File: src/rtl/core/tjt_pkg.sv
`timescale 1ns / 1ps
// ----------------------------------------------------------------------------
// tjt_pkg
// Shared types, codes and keyword tables for the typed JSON text tokenizer.
// ----------------------------------------------------------------------------
package tjt_pkg;

    // Field widths, fixed by the result format
    localparam int POS_W    = 20;
    localparam int LEN_W    = 21;
    localparam int KIND_W   = 5;
    localparam int MAXTOK_W = 16;
    localparam int TCNT_W   = 17;

    // Results one character can cause
    localparam int MAX_RES  = 3;

    // Keyword table
    localparam int KW_COUNT = 9;

    // Lexer mode
    typedef enum logic [1:0] {
        LEX_IDLE    = 2'd0,
        LEX_BARE    = 2'd1,
        LEX_QUOTE   = 2'd2,
        LEX_KEYWORD = 2'd3
    } t_lex_mode;

    // Result codes
    typedef enum logic [1:0] {
        RC_TOKEN   = 2'd0,
        RC_DONE    = 2'd1,
        RC_BAD     = 2'd2,
        RC_NOSPACE = 2'd3
    } t_result_code;

    // Token kinds after the keywords; KIND_NONE reuses code 0
    localparam logic [KIND_W-1:0] KIND_NONE     = 5'd0;
    localparam logic [KIND_W-1:0] KIND_LBRACE   = 5'd9;
    localparam logic [KIND_W-1:0] KIND_RBRACE   = 5'd10;
    localparam logic [KIND_W-1:0] KIND_LBRACKET = 5'd11;
    localparam logic [KIND_W-1:0] KIND_RBRACKET = 5'd12;
    localparam logic [KIND_W-1:0] KIND_COMMA    = 5'd13;
    localparam logic [KIND_W-1:0] KIND_COLON    = 5'd14;
    localparam logic [KIND_W-1:0] KIND_STRING   = 5'd15;
    localparam logic [KIND_W-1:0] KIND_INTEGER  = 5'd16;

    // Keyword text, right aligned: byte 0 of a keyword sits highest
    localparam logic [71:0] KW_TEXT [KW_COUNT] = '{
        72'("(int32)"), 72'("(uint32)"), 72'("(int64)"), 72'("(uint64)"),
        72'("(str)"), 72'("(raw)"), 72'("(rawfile)"), 72'("(array)"),
        72'("(object)")
    };
    localparam logic [3:0] KW_LEN [KW_COUNT] = '{
        4'd7, 4'd8, 4'd7, 4'd8, 4'd5, 4'd5, 4'd9, 4'd7, 4'd8
    };

    // One result item
    typedef struct packed {
        t_result_code      code;
        logic [KIND_W-1:0] kind;
        logic [POS_W-1:0]  start;
        logic [LEN_W-1:0]  length;
        logic [LEN_W-1:0]  errpos;
        logic              last;
    } t_result;

    // All results of one character
    typedef struct packed {
        logic [1:0]                cnt;
        t_result [MAX_RES-1:0]     res;
    } t_bundle;

    // Queue status toward the front and back
    typedef struct packed {
        logic full;
        logic empty;
    } t_q_status;

    // Byte i of keyword k; zero past its end
    function automatic logic [7:0] kw_char(input logic [3:0] k, input logic [3:0] i);
        logic [71:0] s;
        logic [3:0]  l;
        logic [3:0]  j;
        s = KW_TEXT[k];
        l = KW_LEN[k];
        j = l - 4'd1 - i;
        if (i >= l) begin
            return 8'd0;
        end
        return s[{j, 3'b000} +: 8];
    endfunction

    function automatic t_result mk_res(
        input t_result_code      code,
        input logic [KIND_W-1:0] kind,
        input logic [POS_W-1:0]  start,
        input logic [LEN_W-1:0]  length,
        input logic [LEN_W-1:0]  errpos,
        input logic              last
    );
        t_result r;
        r.code   = code;
        r.kind   = kind;
        r.start  = start;
        r.length = length;
        r.errpos = errpos;
        r.last   = last;
        return r;
    endfunction

endpackage

File: src/rtl/core/tjt_queue.sv
`timescale 1ns / 1ps
// ----------------------------------------------------------------------------
// tjt_queue
// Small flop queue of result bundles between the lexer front and the
// result back end.
// ----------------------------------------------------------------------------
module tjt_queue
    import tjt_pkg::*;
#(
    parameter int DEPTH = 4
) (
    input  logic      i_clk,
    input  logic      i_rst_n,
    input  logic      i_push,
    input  t_bundle   i_wdata,
    input  logic      i_pop,
    output t_bundle   o_rdata,
    output t_q_status o_status
);

    localparam int AW = (DEPTH > 1) ? $clog2(DEPTH) : 1;
    localparam int CW = $clog2(DEPTH + 1);

    t_bundle         r_mem [DEPTH];
    logic [AW-1:0]   r_wptr;
    logic [AW-1:0]   r_rptr;
    logic [CW-1:0]   r_count;
    logic            full;
    logic            empty;
    logic            do_push;
    logic            do_pop;

    assign full    = (r_count == CW'(DEPTH));
    assign empty   = (r_count == '0);
    assign do_push = i_push && !full;
    assign do_pop  = i_pop && !empty;

    assign o_status.full  = full;
    assign o_status.empty = empty;
    assign o_rdata        = r_mem[r_rptr];

    // Pointers and fill count
    always_ff @(posedge i_clk) begin
        if (!i_rst_n) begin
            r_wptr  <= '0;
            r_rptr  <= '0;
            r_count <= '0;
        end else begin
            if (do_push) begin
                r_wptr <= (r_wptr == AW'(DEPTH - 1)) ? '0 : r_wptr + 1'b1;
            end
            if (do_pop) begin
                r_rptr <= (r_rptr == AW'(DEPTH - 1)) ? '0 : r_rptr + 1'b1;
            end
            if (do_push && !do_pop) begin
                r_count <= r_count + 1'b1;
            end else if (do_pop && !do_push) begin
                r_count <= r_count - 1'b1;
            end
        end
    end

    // Storage, no reset
    always_ff @(posedge i_clk) begin
        if (do_push) begin
            r_mem[r_wptr] <= i_wdata;
        end
    end

endmodule

File: src/rtl/core/tjt_front.sv
`timescale 1ns / 1ps
// ----------------------------------------------------------------------------
// tjt_front
// Lexer front: takes one character a cycle unless the queue is full,
// tracks the token in progress and builds the bundle each character causes.
// ----------------------------------------------------------------------------
module tjt_front
    import tjt_pkg::*;
(
    input  logic                i_clk,
    input  logic                i_rst_n,
    input  logic                i_text_valid,
    output logic                o_text_ready,
    input  logic [7:0]          i_text_char,
    input  logic                i_text_last,
    input  logic                i_cfg_we,
    input  logic [MAXTOK_W-1:0] i_cfg_wdata,
    input  t_q_status           i_q_status,
    output logic                o_push,
    output t_bundle             o_bundle
);

    localparam logic [7:0] CH_SPACE  = 8'd32;
    localparam logic [7:0] CH_TAB    = 8'd9;
    localparam logic [7:0] CH_CR     = 8'd13;
    localparam logic [7:0] CH_ZERO   = 8'd48;
    localparam logic [7:0] CH_NINE   = 8'd57;
    localparam logic [7:0] CH_LPAREN = 8'd40;
    localparam logic [7:0] CH_QUOTE  = 8'd34;
    localparam logic [7:0] CH_BSLASH = 8'd92;
    localparam logic [7:0] CH_LBRACE = 8'd123;
    localparam logic [7:0] CH_RBRACE = 8'd125;
    localparam logic [7:0] CH_LBRACK = 8'd91;
    localparam logic [7:0] CH_RBRACK = 8'd93;
    localparam logic [7:0] CH_COMMA  = 8'd44;
    localparam logic [7:0] CH_COLON  = 8'd58;

    // Lexer state
    logic [MAXTOK_W-1:0] r_max_tokens;
    t_lex_mode           r_mode,   n_mode;
    logic [POS_W-1:0]    r_pos,    n_pos;
    logic [POS_W-1:0]    r_tbeg,   n_tbeg;
    logic                r_alldig, n_alldig;
    logic                r_bsodd,  n_bsodd;
    logic [KW_COUNT-1:0] r_cand,   n_cand;
    logic [3:0]          r_kidx,   n_kidx;
    logic [TCNT_W-1:0]   r_tcnt,   n_tcnt;
    logic                r_discard, n_discard;

    // Character class
    logic [7:0]        c;
    logic              is_ws, is_dig, is_par, is_quo, is_bsl;
    logic              pk_vld;
    logic [KIND_W-1:0] pk_kind;

    // Keyword match
    logic [KW_COUNT-1:0] cand_n;
    logic                hit_v;
    logic [3:0]          hit_k;

    // Decisions for this character
    logic              accept;
    logic              term;
    logic              a_val, a_kw, a_bad, a_emit, a_nosp, ok_a;
    logic              start_idle, b_act, b_emit, b_nosp, ok_b;
    logic              c_act, c_emit, c_bad, c_nosp, ok_fin, c_done;
    logic [TCNT_W-1:0] max_ext, cnt_b, cnt_c;
    t_lex_mode         mode_ab;
    logic [POS_W-1:0]  tbeg_ab;
    logic              alldig_ab, bsodd_ab;
    logic [KW_COUNT-1:0] cand_ab;
    logic [3:0]        kidx_ab;
    logic [POS_W-1:0]  dist_a, dist_c;
    logic [1:0]        n_res;
    t_bundle           bnd;

    assign c            = i_text_char;
    assign o_text_ready = !i_q_status.full;
    assign accept       = i_text_valid && o_text_ready;

    // Character classes
    always_comb begin
        is_ws  = (c == CH_SPACE) || (c >= CH_TAB && c <= CH_CR);
        is_dig = (c >= CH_ZERO) && (c <= CH_NINE);
        is_par = (c == CH_LPAREN);
        is_quo = (c == CH_QUOTE);
        is_bsl = (c == CH_BSLASH);
        pk_vld = 1'b1;
        unique case (c)
            CH_LBRACE: pk_kind = KIND_LBRACE;
            CH_RBRACE: pk_kind = KIND_RBRACE;
            CH_LBRACK: pk_kind = KIND_LBRACKET;
            CH_RBRACK: pk_kind = KIND_RBRACKET;
            CH_COMMA:  pk_kind = KIND_COMMA;
            CH_COLON:  pk_kind = KIND_COLON;
            default: begin
                pk_kind = KIND_NONE;
                pk_vld  = 1'b0;
            end
        endcase
    end

    // Keyword candidates, one compare per keyword
    always_comb begin
        cand_n = r_cand;
        hit_v  = 1'b0;
        hit_k  = '0;
        for (int k = 0; k < KW_COUNT; k++) begin
            if (r_cand[k]) begin
                if (r_kidx >= KW_LEN[k] || kw_char(4'(k), r_kidx) != c) begin
                    cand_n[k] = 1'b0;
                end else if (r_kidx + 4'd1 == KW_LEN[k]) begin
                    hit_v = 1'b1;
                    hit_k = 4'(k);
                end
            end
        end
    end

    // Classify: ending a token, starting one, closing the text
    always_comb begin
        max_ext = {1'b0, r_max_tokens};
        term    = is_ws || pk_vld || is_par;

        // Token in progress
        a_val  = (r_mode == LEX_BARE && term) ||
                 (r_mode == LEX_QUOTE && is_quo && !r_bsodd);
        a_kw   = (r_mode == LEX_KEYWORD) && (cand_n != '0) && hit_v;
        a_bad  = (r_mode == LEX_KEYWORD) && (cand_n == '0);
        a_emit = a_val || a_kw;
        a_nosp = a_emit && (r_tcnt >= max_ext);
        ok_a   = !a_bad && !a_nosp;

        // New token starting on this character
        start_idle = (r_mode == LEX_IDLE) || (r_mode == LEX_BARE && term && ok_a);
        b_act      = ok_a && start_idle && !is_ws;
        b_emit     = b_act && pk_vld;
        cnt_b      = r_tcnt + TCNT_W'(a_emit);
        b_nosp     = b_emit && (cnt_b >= max_ext);
        ok_b       = ok_a && !b_nosp;

        // State after the first two steps
        mode_ab   = a_emit ? LEX_IDLE : r_mode;
        tbeg_ab   = r_tbeg;
        alldig_ab = r_alldig;
        bsodd_ab  = r_bsodd;
        cand_ab   = (r_mode == LEX_KEYWORD) ? cand_n : r_cand;
        kidx_ab   = (r_mode == LEX_KEYWORD && !a_bad && !a_kw) ? r_kidx + 4'd1 : r_kidx;
        if (r_mode == LEX_BARE && !term) begin
            alldig_ab = r_alldig && is_dig;
        end
        if (r_mode == LEX_QUOTE && !a_val) begin
            alldig_ab = r_alldig && is_dig;
            bsodd_ab  = is_bsl ? !r_bsodd : 1'b0;
        end
        if (b_act && !pk_vld) begin
            tbeg_ab = r_pos;
            if (is_par) begin
                mode_ab = LEX_KEYWORD;
                cand_ab = '1;
                kidx_ab = 4'd1;
            end else if (is_quo) begin
                mode_ab   = LEX_QUOTE;
                alldig_ab = 1'b1;
                bsodd_ab  = 1'b0;
            end else begin
                mode_ab   = LEX_BARE;
                alldig_ab = is_dig;
            end
        end

        // End of the text
        c_act  = ok_b && i_text_last;
        c_emit = c_act && (mode_ab == LEX_BARE);
        c_bad  = c_act && (mode_ab == LEX_QUOTE || mode_ab == LEX_KEYWORD);
        cnt_c  = cnt_b + TCNT_W'(b_emit);
        c_nosp = c_emit && (cnt_c >= max_ext);
        ok_fin = ok_b && !c_bad && !c_nosp;
        c_done = i_text_last && ok_fin;

        dist_a = r_pos - r_tbeg;
        dist_c = r_pos - tbeg_ab;
    end

    // Next lexer state
    always_comb begin
        n_mode    = r_mode;
        n_pos     = r_pos;
        n_tbeg    = r_tbeg;
        n_alldig  = r_alldig;
        n_bsodd   = r_bsodd;
        n_cand    = r_cand;
        n_kidx    = r_kidx;
        n_tcnt    = r_tcnt;
        n_discard = r_discard;
        if (accept) begin
            if (i_text_last) begin
                n_mode    = LEX_IDLE;
                n_pos     = '0;
                n_tbeg    = '0;
                n_alldig  = 1'b1;
                n_bsodd   = 1'b0;
                n_cand    = '1;
                n_kidx    = '0;
                n_tcnt    = '0;
                n_discard = 1'b0;
            end else if (!r_discard) begin
                if (!ok_fin) begin
                    n_discard = 1'b1;
                end else begin
                    n_mode   = mode_ab;
                    n_pos    = r_pos + 1'b1;
                    n_tbeg   = tbeg_ab;
                    n_alldig = alldig_ab;
                    n_bsodd  = bsodd_ab;
                    n_cand   = cand_ab;
                    n_kidx   = kidx_ab;
                    n_tcnt   = cnt_c;
                end
            end
        end
    end

    // Result bundle, in emission order
    always_comb begin
        bnd   = '0;
        n_res = '0;
        if (a_bad) begin
            bnd.res[n_res] = mk_res(RC_BAD, KIND_NONE, '0, '0,
                                    {1'b0, r_tbeg} + LEN_W'(1), 1'b1);
            n_res = n_res + 2'd1;
        end else if (a_nosp) begin
            bnd.res[n_res] = mk_res(RC_NOSPACE, KIND_NONE, '0, '0, '0, 1'b1);
            n_res = n_res + 2'd1;
        end else if (a_kw) begin
            bnd.res[n_res] = mk_res(RC_TOKEN, {1'b0, hit_k}, r_tbeg, '0, '0, 1'b0);
            n_res = n_res + 2'd1;
        end else if (a_val) begin
            if (r_mode == LEX_QUOTE) begin
                bnd.res[n_res] = mk_res(RC_TOKEN, r_alldig ? KIND_INTEGER : KIND_STRING,
                                        r_tbeg + 1'b1, {1'b0, dist_a} - LEN_W'(1),
                                        '0, 1'b0);
            end else begin
                bnd.res[n_res] = mk_res(RC_TOKEN, r_alldig ? KIND_INTEGER : KIND_STRING,
                                        r_tbeg, {1'b0, dist_a}, '0, 1'b0);
            end
            n_res = n_res + 2'd1;
        end
        if (b_emit) begin
            if (b_nosp) begin
                bnd.res[n_res] = mk_res(RC_NOSPACE, KIND_NONE, '0, '0, '0, 1'b1);
            end else begin
                bnd.res[n_res] = mk_res(RC_TOKEN, pk_kind, r_pos, '0, '0, 1'b0);
            end
            n_res = n_res + 2'd1;
        end
        if (c_bad) begin
            bnd.res[n_res] = mk_res(RC_BAD, KIND_NONE, '0, '0,
                                    {1'b0, tbeg_ab} + LEN_W'(1), 1'b1);
            n_res = n_res + 2'd1;
        end else if (c_emit) begin
            if (c_nosp) begin
                bnd.res[n_res] = mk_res(RC_NOSPACE, KIND_NONE, '0, '0, '0, 1'b1);
            end else begin
                bnd.res[n_res] = mk_res(RC_TOKEN, alldig_ab ? KIND_INTEGER : KIND_STRING,
                                        tbeg_ab, {1'b0, dist_c} + LEN_W'(1), '0, 1'b0);
            end
            n_res = n_res + 2'd1;
        end
        if (c_done) begin
            bnd.res[n_res] = mk_res(RC_DONE, KIND_NONE, '0, '0, '0, 1'b1);
            n_res = n_res + 2'd1;
        end
        bnd.cnt = n_res;
    end

    assign o_bundle = bnd;
    assign o_push   = accept && !r_discard && (n_res != '0);

    // State registers
    always_ff @(posedge i_clk) begin
        if (!i_rst_n) begin
            r_max_tokens <= MAXTOK_W'(40960);
            r_mode       <= LEX_IDLE;
            r_pos        <= '0;
            r_tbeg       <= '0;
            r_alldig     <= 1'b1;
            r_bsodd      <= 1'b0;
            r_cand       <= '1;
            r_kidx       <= '0;
            r_tcnt       <= '0;
            r_discard    <= 1'b0;
        end else begin
            if (i_cfg_we) begin
                r_max_tokens <= i_cfg_wdata;
            end
            r_mode    <= n_mode;
            r_pos     <= n_pos;
            r_tbeg    <= n_tbeg;
            r_alldig  <= n_alldig;
            r_bsodd   <= n_bsodd;
            r_cand    <= n_cand;
            r_kidx    <= n_kidx;
            r_tcnt    <= n_tcnt;
            r_discard <= n_discard;
        end
    end

endmodule

File: src/rtl/core/tjt_back.sv
`timescale 1ns / 1ps
// ----------------------------------------------------------------------------
// tjt_back
// Result back end: unpacks queued bundles into single result items and
// holds them in the output register until taken.
// ----------------------------------------------------------------------------
module tjt_back
    import tjt_pkg::*;
(
    input  logic      i_clk,
    input  logic      i_rst_n,
    input  t_bundle   i_q_rdata,
    input  t_q_status i_q_status,
    output logic      o_pop,
    output logic      o_res_valid,
    input  logic      i_res_ready,
    output t_result   o_res
);

    t_bundle    r_bnd,       n_bnd;
    logic       r_bnd_valid, n_bnd_valid;
    logic [1:0] r_idx,       n_idx;
    t_result    r_out,       n_out;
    logic       r_out_valid, n_out_valid;

    logic load_out;
    logic last_of;
    logic take;

    // Unpack control
    always_comb begin
        load_out = r_bnd_valid && (!r_out_valid || i_res_ready);
        last_of  = (r_idx == r_bnd.cnt - 2'd1);
        take     = !r_bnd_valid || (load_out && last_of);
        o_pop    = take && !i_q_status.empty;
    end

    // Next bundle, index and output register
    always_comb begin
        n_bnd       = r_bnd;
        n_bnd_valid = r_bnd_valid;
        n_idx       = r_idx;
        n_out       = r_out;
        n_out_valid = r_out_valid;
        if (load_out) begin
            n_out       = r_bnd.res[r_idx];
            n_out_valid = 1'b1;
            n_idx       = r_idx + 2'd1;
        end else if (i_res_ready) begin
            n_out_valid = 1'b0;
        end
        if (take) begin
            n_bnd       = i_q_rdata;
            n_bnd_valid = !i_q_status.empty;
            n_idx       = '0;
        end
    end

    always_ff @(posedge i_clk) begin
        if (!i_rst_n) begin
            r_bnd_valid <= 1'b0;
            r_idx       <= '0;
            r_out_valid <= 1'b0;
        end else begin
            r_bnd_valid <= n_bnd_valid;
            r_idx       <= n_idx;
            r_out_valid <= n_out_valid;
        end
    end

    // Payload, no reset
    always_ff @(posedge i_clk) begin
        r_bnd <= n_bnd;
        r_out <= n_out;
    end

    assign o_res_valid = r_out_valid;
    assign o_res       = r_out;

endmodule

File: src/rtl/core/typed_json_text_tokenizer_unit.sv
`timescale 1ns / 1ps
// ----------------------------------------------------------------------------
// typed_json_text_tokenizer_unit
// Tokenizer for typed JSON-like text: punctuation, type keywords, bare and
// quoted values, with offsets, lengths, a token limit and error results.
// ----------------------------------------------------------------------------
//  channel   | direction | handshake                    | payload
//  text      | in        | i_text_valid / o_text_ready  | i_text_char, i_text_last
//  result    | out       | o_res_valid / i_res_ready    | o_result_code .. o_run_last
//  config    | in        | i_cfg_we (no wait)           | i_cfg_wdata (max_tokens)
//
//  One character is taken per cycle; each causes zero to three result items.
//  Results leave at one per cycle while i_res_ready is high.
//  The bundle queue (QUEUE_DEPTH entries) lets the lexer run while the
//  output stalls; the input stalls only when the queue is full.
//  Reset is synchronous, active low; max_tokens resets to 40960.
// ----------------------------------------------------------------------------
module typed_json_text_tokenizer_unit
    import tjt_pkg::*;
#(
    parameter int QUEUE_DEPTH = 4
) (
    input  logic                i_clk,
    input  logic                i_rst_n,
    input  logic                i_text_valid,
    output logic                o_text_ready,
    input  logic [7:0]          i_text_char,
    input  logic                i_text_last,
    input  logic                i_cfg_we,
    input  logic [MAXTOK_W-1:0] i_cfg_wdata,
    output logic                o_res_valid,
    input  logic                i_res_ready,
    output logic [1:0]          o_result_code,
    output logic [KIND_W-1:0]   o_token_kind,
    output logic [POS_W-1:0]    o_token_start,
    output logic [LEN_W-1:0]    o_token_length,
    output logic [LEN_W-1:0]    o_error_position,
    output logic                o_run_last
);

    t_bundle   push_data;
    t_bundle   pop_data;
    logic      push;
    logic      pop;
    t_q_status q_status;
    t_result   res;

    tjt_front u_front (
        .i_clk        (i_clk),
        .i_rst_n      (i_rst_n),
        .i_text_valid (i_text_valid),
        .o_text_ready (o_text_ready),
        .i_text_char  (i_text_char),
        .i_text_last  (i_text_last),
        .i_cfg_we     (i_cfg_we),
        .i_cfg_wdata  (i_cfg_wdata),
        .i_q_status   (q_status),
        .o_push       (push),
        .o_bundle     (push_data)
    );

    tjt_queue #(
        .DEPTH (QUEUE_DEPTH)
    ) u_queue (
        .i_clk    (i_clk),
        .i_rst_n  (i_rst_n),
        .i_push   (push),
        .i_wdata  (push_data),
        .i_pop    (pop),
        .o_rdata  (pop_data),
        .o_status (q_status)
    );

    tjt_back u_back (
        .i_clk       (i_clk),
        .i_rst_n     (i_rst_n),
        .i_q_rdata   (pop_data),
        .i_q_status  (q_status),
        .o_pop       (pop),
        .o_res_valid (o_res_valid),
        .i_res_ready (i_res_ready),
        .o_res       (res)
    );

    assign o_result_code    = res.code;
    assign o_token_kind     = res.kind;
    assign o_token_start    = res.start;
    assign o_token_length   = res.length;
    assign o_error_position = res.errpos;
    assign o_run_last       = res.last;

endmodule
File: config.mk
export PLATFORM = sky130hd
export DESIGN_NAME = typed_json_text_tokenizer_unit
export DESIGN_NICKNAME = d
export VERILOG_FILES = /design/src/rtl/core/tjt_pkg.sv /design/src/rtl/core/tjt_queue.sv /design/src/rtl/core/tjt_front.sv /design/src/rtl/core/tjt_back.sv /design/src/rtl/core/typed_json_text_tokenizer_unit.sv
export SDC_FILE = /design/constraint.sdc
export NUM_CORES = 2
export LEC_CHECK = 0
export ABC_AREA = 1
export BUFFER_PORTS_ARGS = -buffer_cell sky130_fd_sc_hd__buf_2
export CELL_PAD_IN_SITES_DETAIL_PLACEMENT = 0
export CELL_PAD_IN_SITES_GLOBAL_PLACEMENT = 1
export CORE_MARGIN = 3
export CORE_UTILIZATION = 45
export CTS_CLUSTER_SIZE = 24
export DETAILED_ROUTE_END_ITERATION = 8
export GPL_TIMING_DRIVEN = 0
export HOLD_SLACK_MARGIN = 0.03
export PLACE_DENSITY_LB_ADDON = 0.08
export SYNTH_ARGS = -nofsm -noshare
export SYNTH_HDL_FRONTEND = slang
export SYNTH_SLANG_ARGS = --single-unit
File: constraint.sdc
create_clock -name i_clk -period 30.8 [get_ports i_clk]
set_input_delay 4.62 -clock i_clk [delete_from_list [all_inputs] [get_ports i_clk]]
set_output_delay 4.62 -clock i_clk [all_outputs]
set_load 0.05 [all_outputs]
==> impl_metrics.csv <==
group,metric,value,unit
routing,post-route-drc-count,0,
routing,routedWlPerCell,25.0,microns
critical_path,critPathArrivalTime,13.67,ns
finish,finalCoreUtilization,51.6,%
finish,nets,5633,
timing,final.setup_skew,0.0282,ns
clock_network,post_cts_hold_buffer_count,0,
global_route,grt_pass1_vias,38636,
global_route,grt_start_max_net_pins,58,
floorplanning,die-width,357,microns
synth,synth_sequential_area_ratio,64.2,%
critical_path,critPathRequiredTime,31.26,ns
placement,dpl_worst_slack,16.80,ns
synth,netlist_area,55400,sq um
timing,max_slew.worst_pin.slew,1.45,ns
timing,hold_ws,0.479,ns
synth,ys_warn_count,0,
timing,max_freq,75.7,MHz
clock_network,buffer_depth_of_the_longest_clock_path,3,
timing,finalHoldViolations,0,
routing,vias,40661,
floorplanning,die-height,357,microns
routing,route.final.wire_length,180000,microns
routing,detailed_routing_iteration_count_for_the_pre_antenna_repair_pass,6,
synth,synthFlopType,"edfxtp_1",
clock_network,cts_buffers,133,
synth,synth_compound_gate_area_share,12.4,%
global_route,grt_overflow,0,
timing,final_min_period_over_clock_period,42.9,%
synth,post_synth_mux_area_share,0,%
placement,port_buffers,98,
synth,syn_avg_cell_area,10.6,sq um
synth,yosys.area_share.simple,14.6,%
clock_network,post-cts-setup-buffers,0,
status,status,"finished, final reports clean",
timing,rsz_0062_raised_after_global_routing,"false",
routing,drtAntennaViolNets,0,
clock_network,clock_sinks,1217,
critical_path,critical_path.max_stage_delay,0.76,ns
critical_path,critPathLaunchType,"input port",
clock_network,worst_setup_hold_path_clk_slew,0.06,ns
global_route,grt_util_all_layers,28.2,%
floorplanning,core,122000,sq um
timing,worst_slew_margin_rel,3.32,%
clock_network,cts_root_buf,"clkbuf_16",
timing,finalWorstSetupSlack,17.59,ns
min_path,hold_class,"reg -> reg",
clock_network,clkLatencyLatePin,0.79,ns
synth,synth_top_cell_by_area,"edfxtp_1",
timing,finalWorstPathRequiredPeriod,13.21,ns
synth,synth_cell_types,71,
synth,yosysTopAreaCellShare,60.5,%
global_route,number_of_antenna_violations_at_the_first_check_in_global_routing,4,
run,drv.max_cap_violation_count,0,
finish,layout_commonest_cell,"edfxtp_1",
synth,asr_flop_ratio_synth,0,%
floorplanning,top_level_ports,102,
floorplanning,floorplan.initialDensity,45.4,%
synth,mappedNetlistNets,5360,
routing,detail_route.vias_per_cell,5.64,
critical_path,timing.critical_path.to_type,"register",
synth,yosys-top-cells-area,"edfxtp_1, o21ai_0, nor2_1",
timing,tns,0,ns
synth,yosys.area_share.xor_xnor,1.69,%
synth,synth-edff-count,1115,
timing,report.final.setup_viol,0,
timing,report.final.slew_viol_count,0,
floorplanning,total_number_of_placement_rows,128,
synth,synth_seq_cells,1217,
routing,detailedRoute.firstIterationViolations,4280,
synth,dominant_combinational_cell_family_by_area_after_synthesis,"simple AND/OR/NAND/NOR gates",
floorplanning,dieArea,127000,sq um
placement,gp_congestion,0.958,
power,power_per_cell_area,87.2,nW/um^2
clock_network,post_cts_resized,0,
power,vdd_drop_max,0.0000635,V
clock_network,clock_tree.htree_level_count,4,
placement,post-dp-hpwl,129000,microns
power,p_leak,22.8,nW
global_route,grt_pass1_wl,262000,microns
clock_network,cts_tree,"yes",
synth,postSynthCellCount,5208,
critical_path,timing.setup.critical_path_class,"in -> reg",
critical_path,cp_max_fo,26,
critical_path,cpMaxStageDelayCell,"nor2_4",
finish,drive_gt1_share,9.49,%
finish,layout_common_cells,"edfxtp_1, nor2_1, o21ai_0",
finish,areaGrowthSynthToFinish,13.8,%
synth,synth_area_in_adders,2.80,%
-- per-stage QoR --
step	std cells	area, sq um	power [mW]
global route	7212	63000	5.74
CTS	7212	63000	5.53
detailed placement	6971	58800	3.98
global placement	6931	57900	4.06
finish	7213	63000	5.50
floorplan	5208	55400	3.36
-- synth_stat cells, types with 26 or more instances --
library cell / number
o21ai_0: 739
buf_2: 36
clkbuf_1: 197
a21oi_1: 175
nand2_1: 707
inv_1: 305
ha_1: 119
nor3_1: 38
nand3_1: 140
nor2_1: 857
nand2_2: 26
o22ai_1: 243
nand4_1: 55
dfxtp_1: 102
xor2_1: 81
edfxtp_1: 1115
-- path summary, 6_finish.rpt --
| path | startpoint | endpoint | slack (ns) | cells after the start |
|---|---|---|---|---|
| max reg2reg | u_front.r_kidx[0]$_SDFFE_PN0P_ | u_queue.r_mem[2][186]$_DFFE_PP_ | 20.20 | 53 |
| max | i_text_char[1] | u_queue.r_mem[2][186]$_DFFE_PP_ | 17.59 | 48 |
| min | u_front.r_tbeg[15]$_SDFFE_PN0P_ | u_front.r_tbeg[15]$_SDFFE_PN0P_ | 0.48 | 2 |
| min reg2reg | u_front.r_tbeg[15]$_SDFFE_PN0P_ | u_front.r_tbeg[15]$_SDFFE_PN0P_ | 0.48 | 2 |
-- final cells by class --
class / instances / area (sq um)
Antenna cell: 1 / 2.50
Buffer: 260 / 1140
Clock buffer: 167 / 3540
Clock inverter: 74 / 671
Fill cell: 10985 / 59000
Inverter: 334 / 1260
Multi-Input combinational cell: 3397 / 17500
Sequential cell: 1217 / 35500
Tap cell: 1625 / 2030
Timing Repair Buffer: 138 / 1350
-- cell families after synthesis --
logic type | count (synthesis)
buf+inv | 594
simple gates | 1915
xor+xnor | 106
flops | 1217
compound gates | 1254
fa+ha+maj | 122
-- layer usage --
metal	GRT usage, %	part of all wire, %	vias to the layer above
met3	4.62	7.0	265
met4	8.70	2.9	0
met1	39.1	43	19896
met5	0	0	-
li1	-	-	18973
met2	45.7	47	1527
-- state kept, by name, summed over array words and instances (netlist names), 3 cells and up --
name / cells
u_front.r_max_tokens: 16
u_front.r_tcnt: 17
u_queue.r_mem: 836
u_front.r_cand: 9
u_queue.r_count: 3
u_back.r_bnd: 209
u_back.o_res: 70
u_front.r_kidx: 4
u_front.r_pos: 20
u_front.r_tbeg: 20
-- power breakdown --
| part | internal [mW] | switching [mW] | total, mW |
|---|---|---|---|
| registers | 2.24 | 0.0819 | 2.32 |
| logic | 0.389 | 1.24 | 1.63 |
| clock network | 0.880 | 0.668 | 1.55 |
| total | 3.51 | 1.99 | 5.50 |
-- worst max-delay path: cells and delay by family --
kind	cells	cell delay, ns
buffers and inverters	11	2.20
xor gates and xnor gates	1	0.16
and+or+nand+nor	32	5.64
AOI/OAI and AO/OA	1	0.18
adders and majority gates	3	0.74
Power figures use the tool's default switching activity.
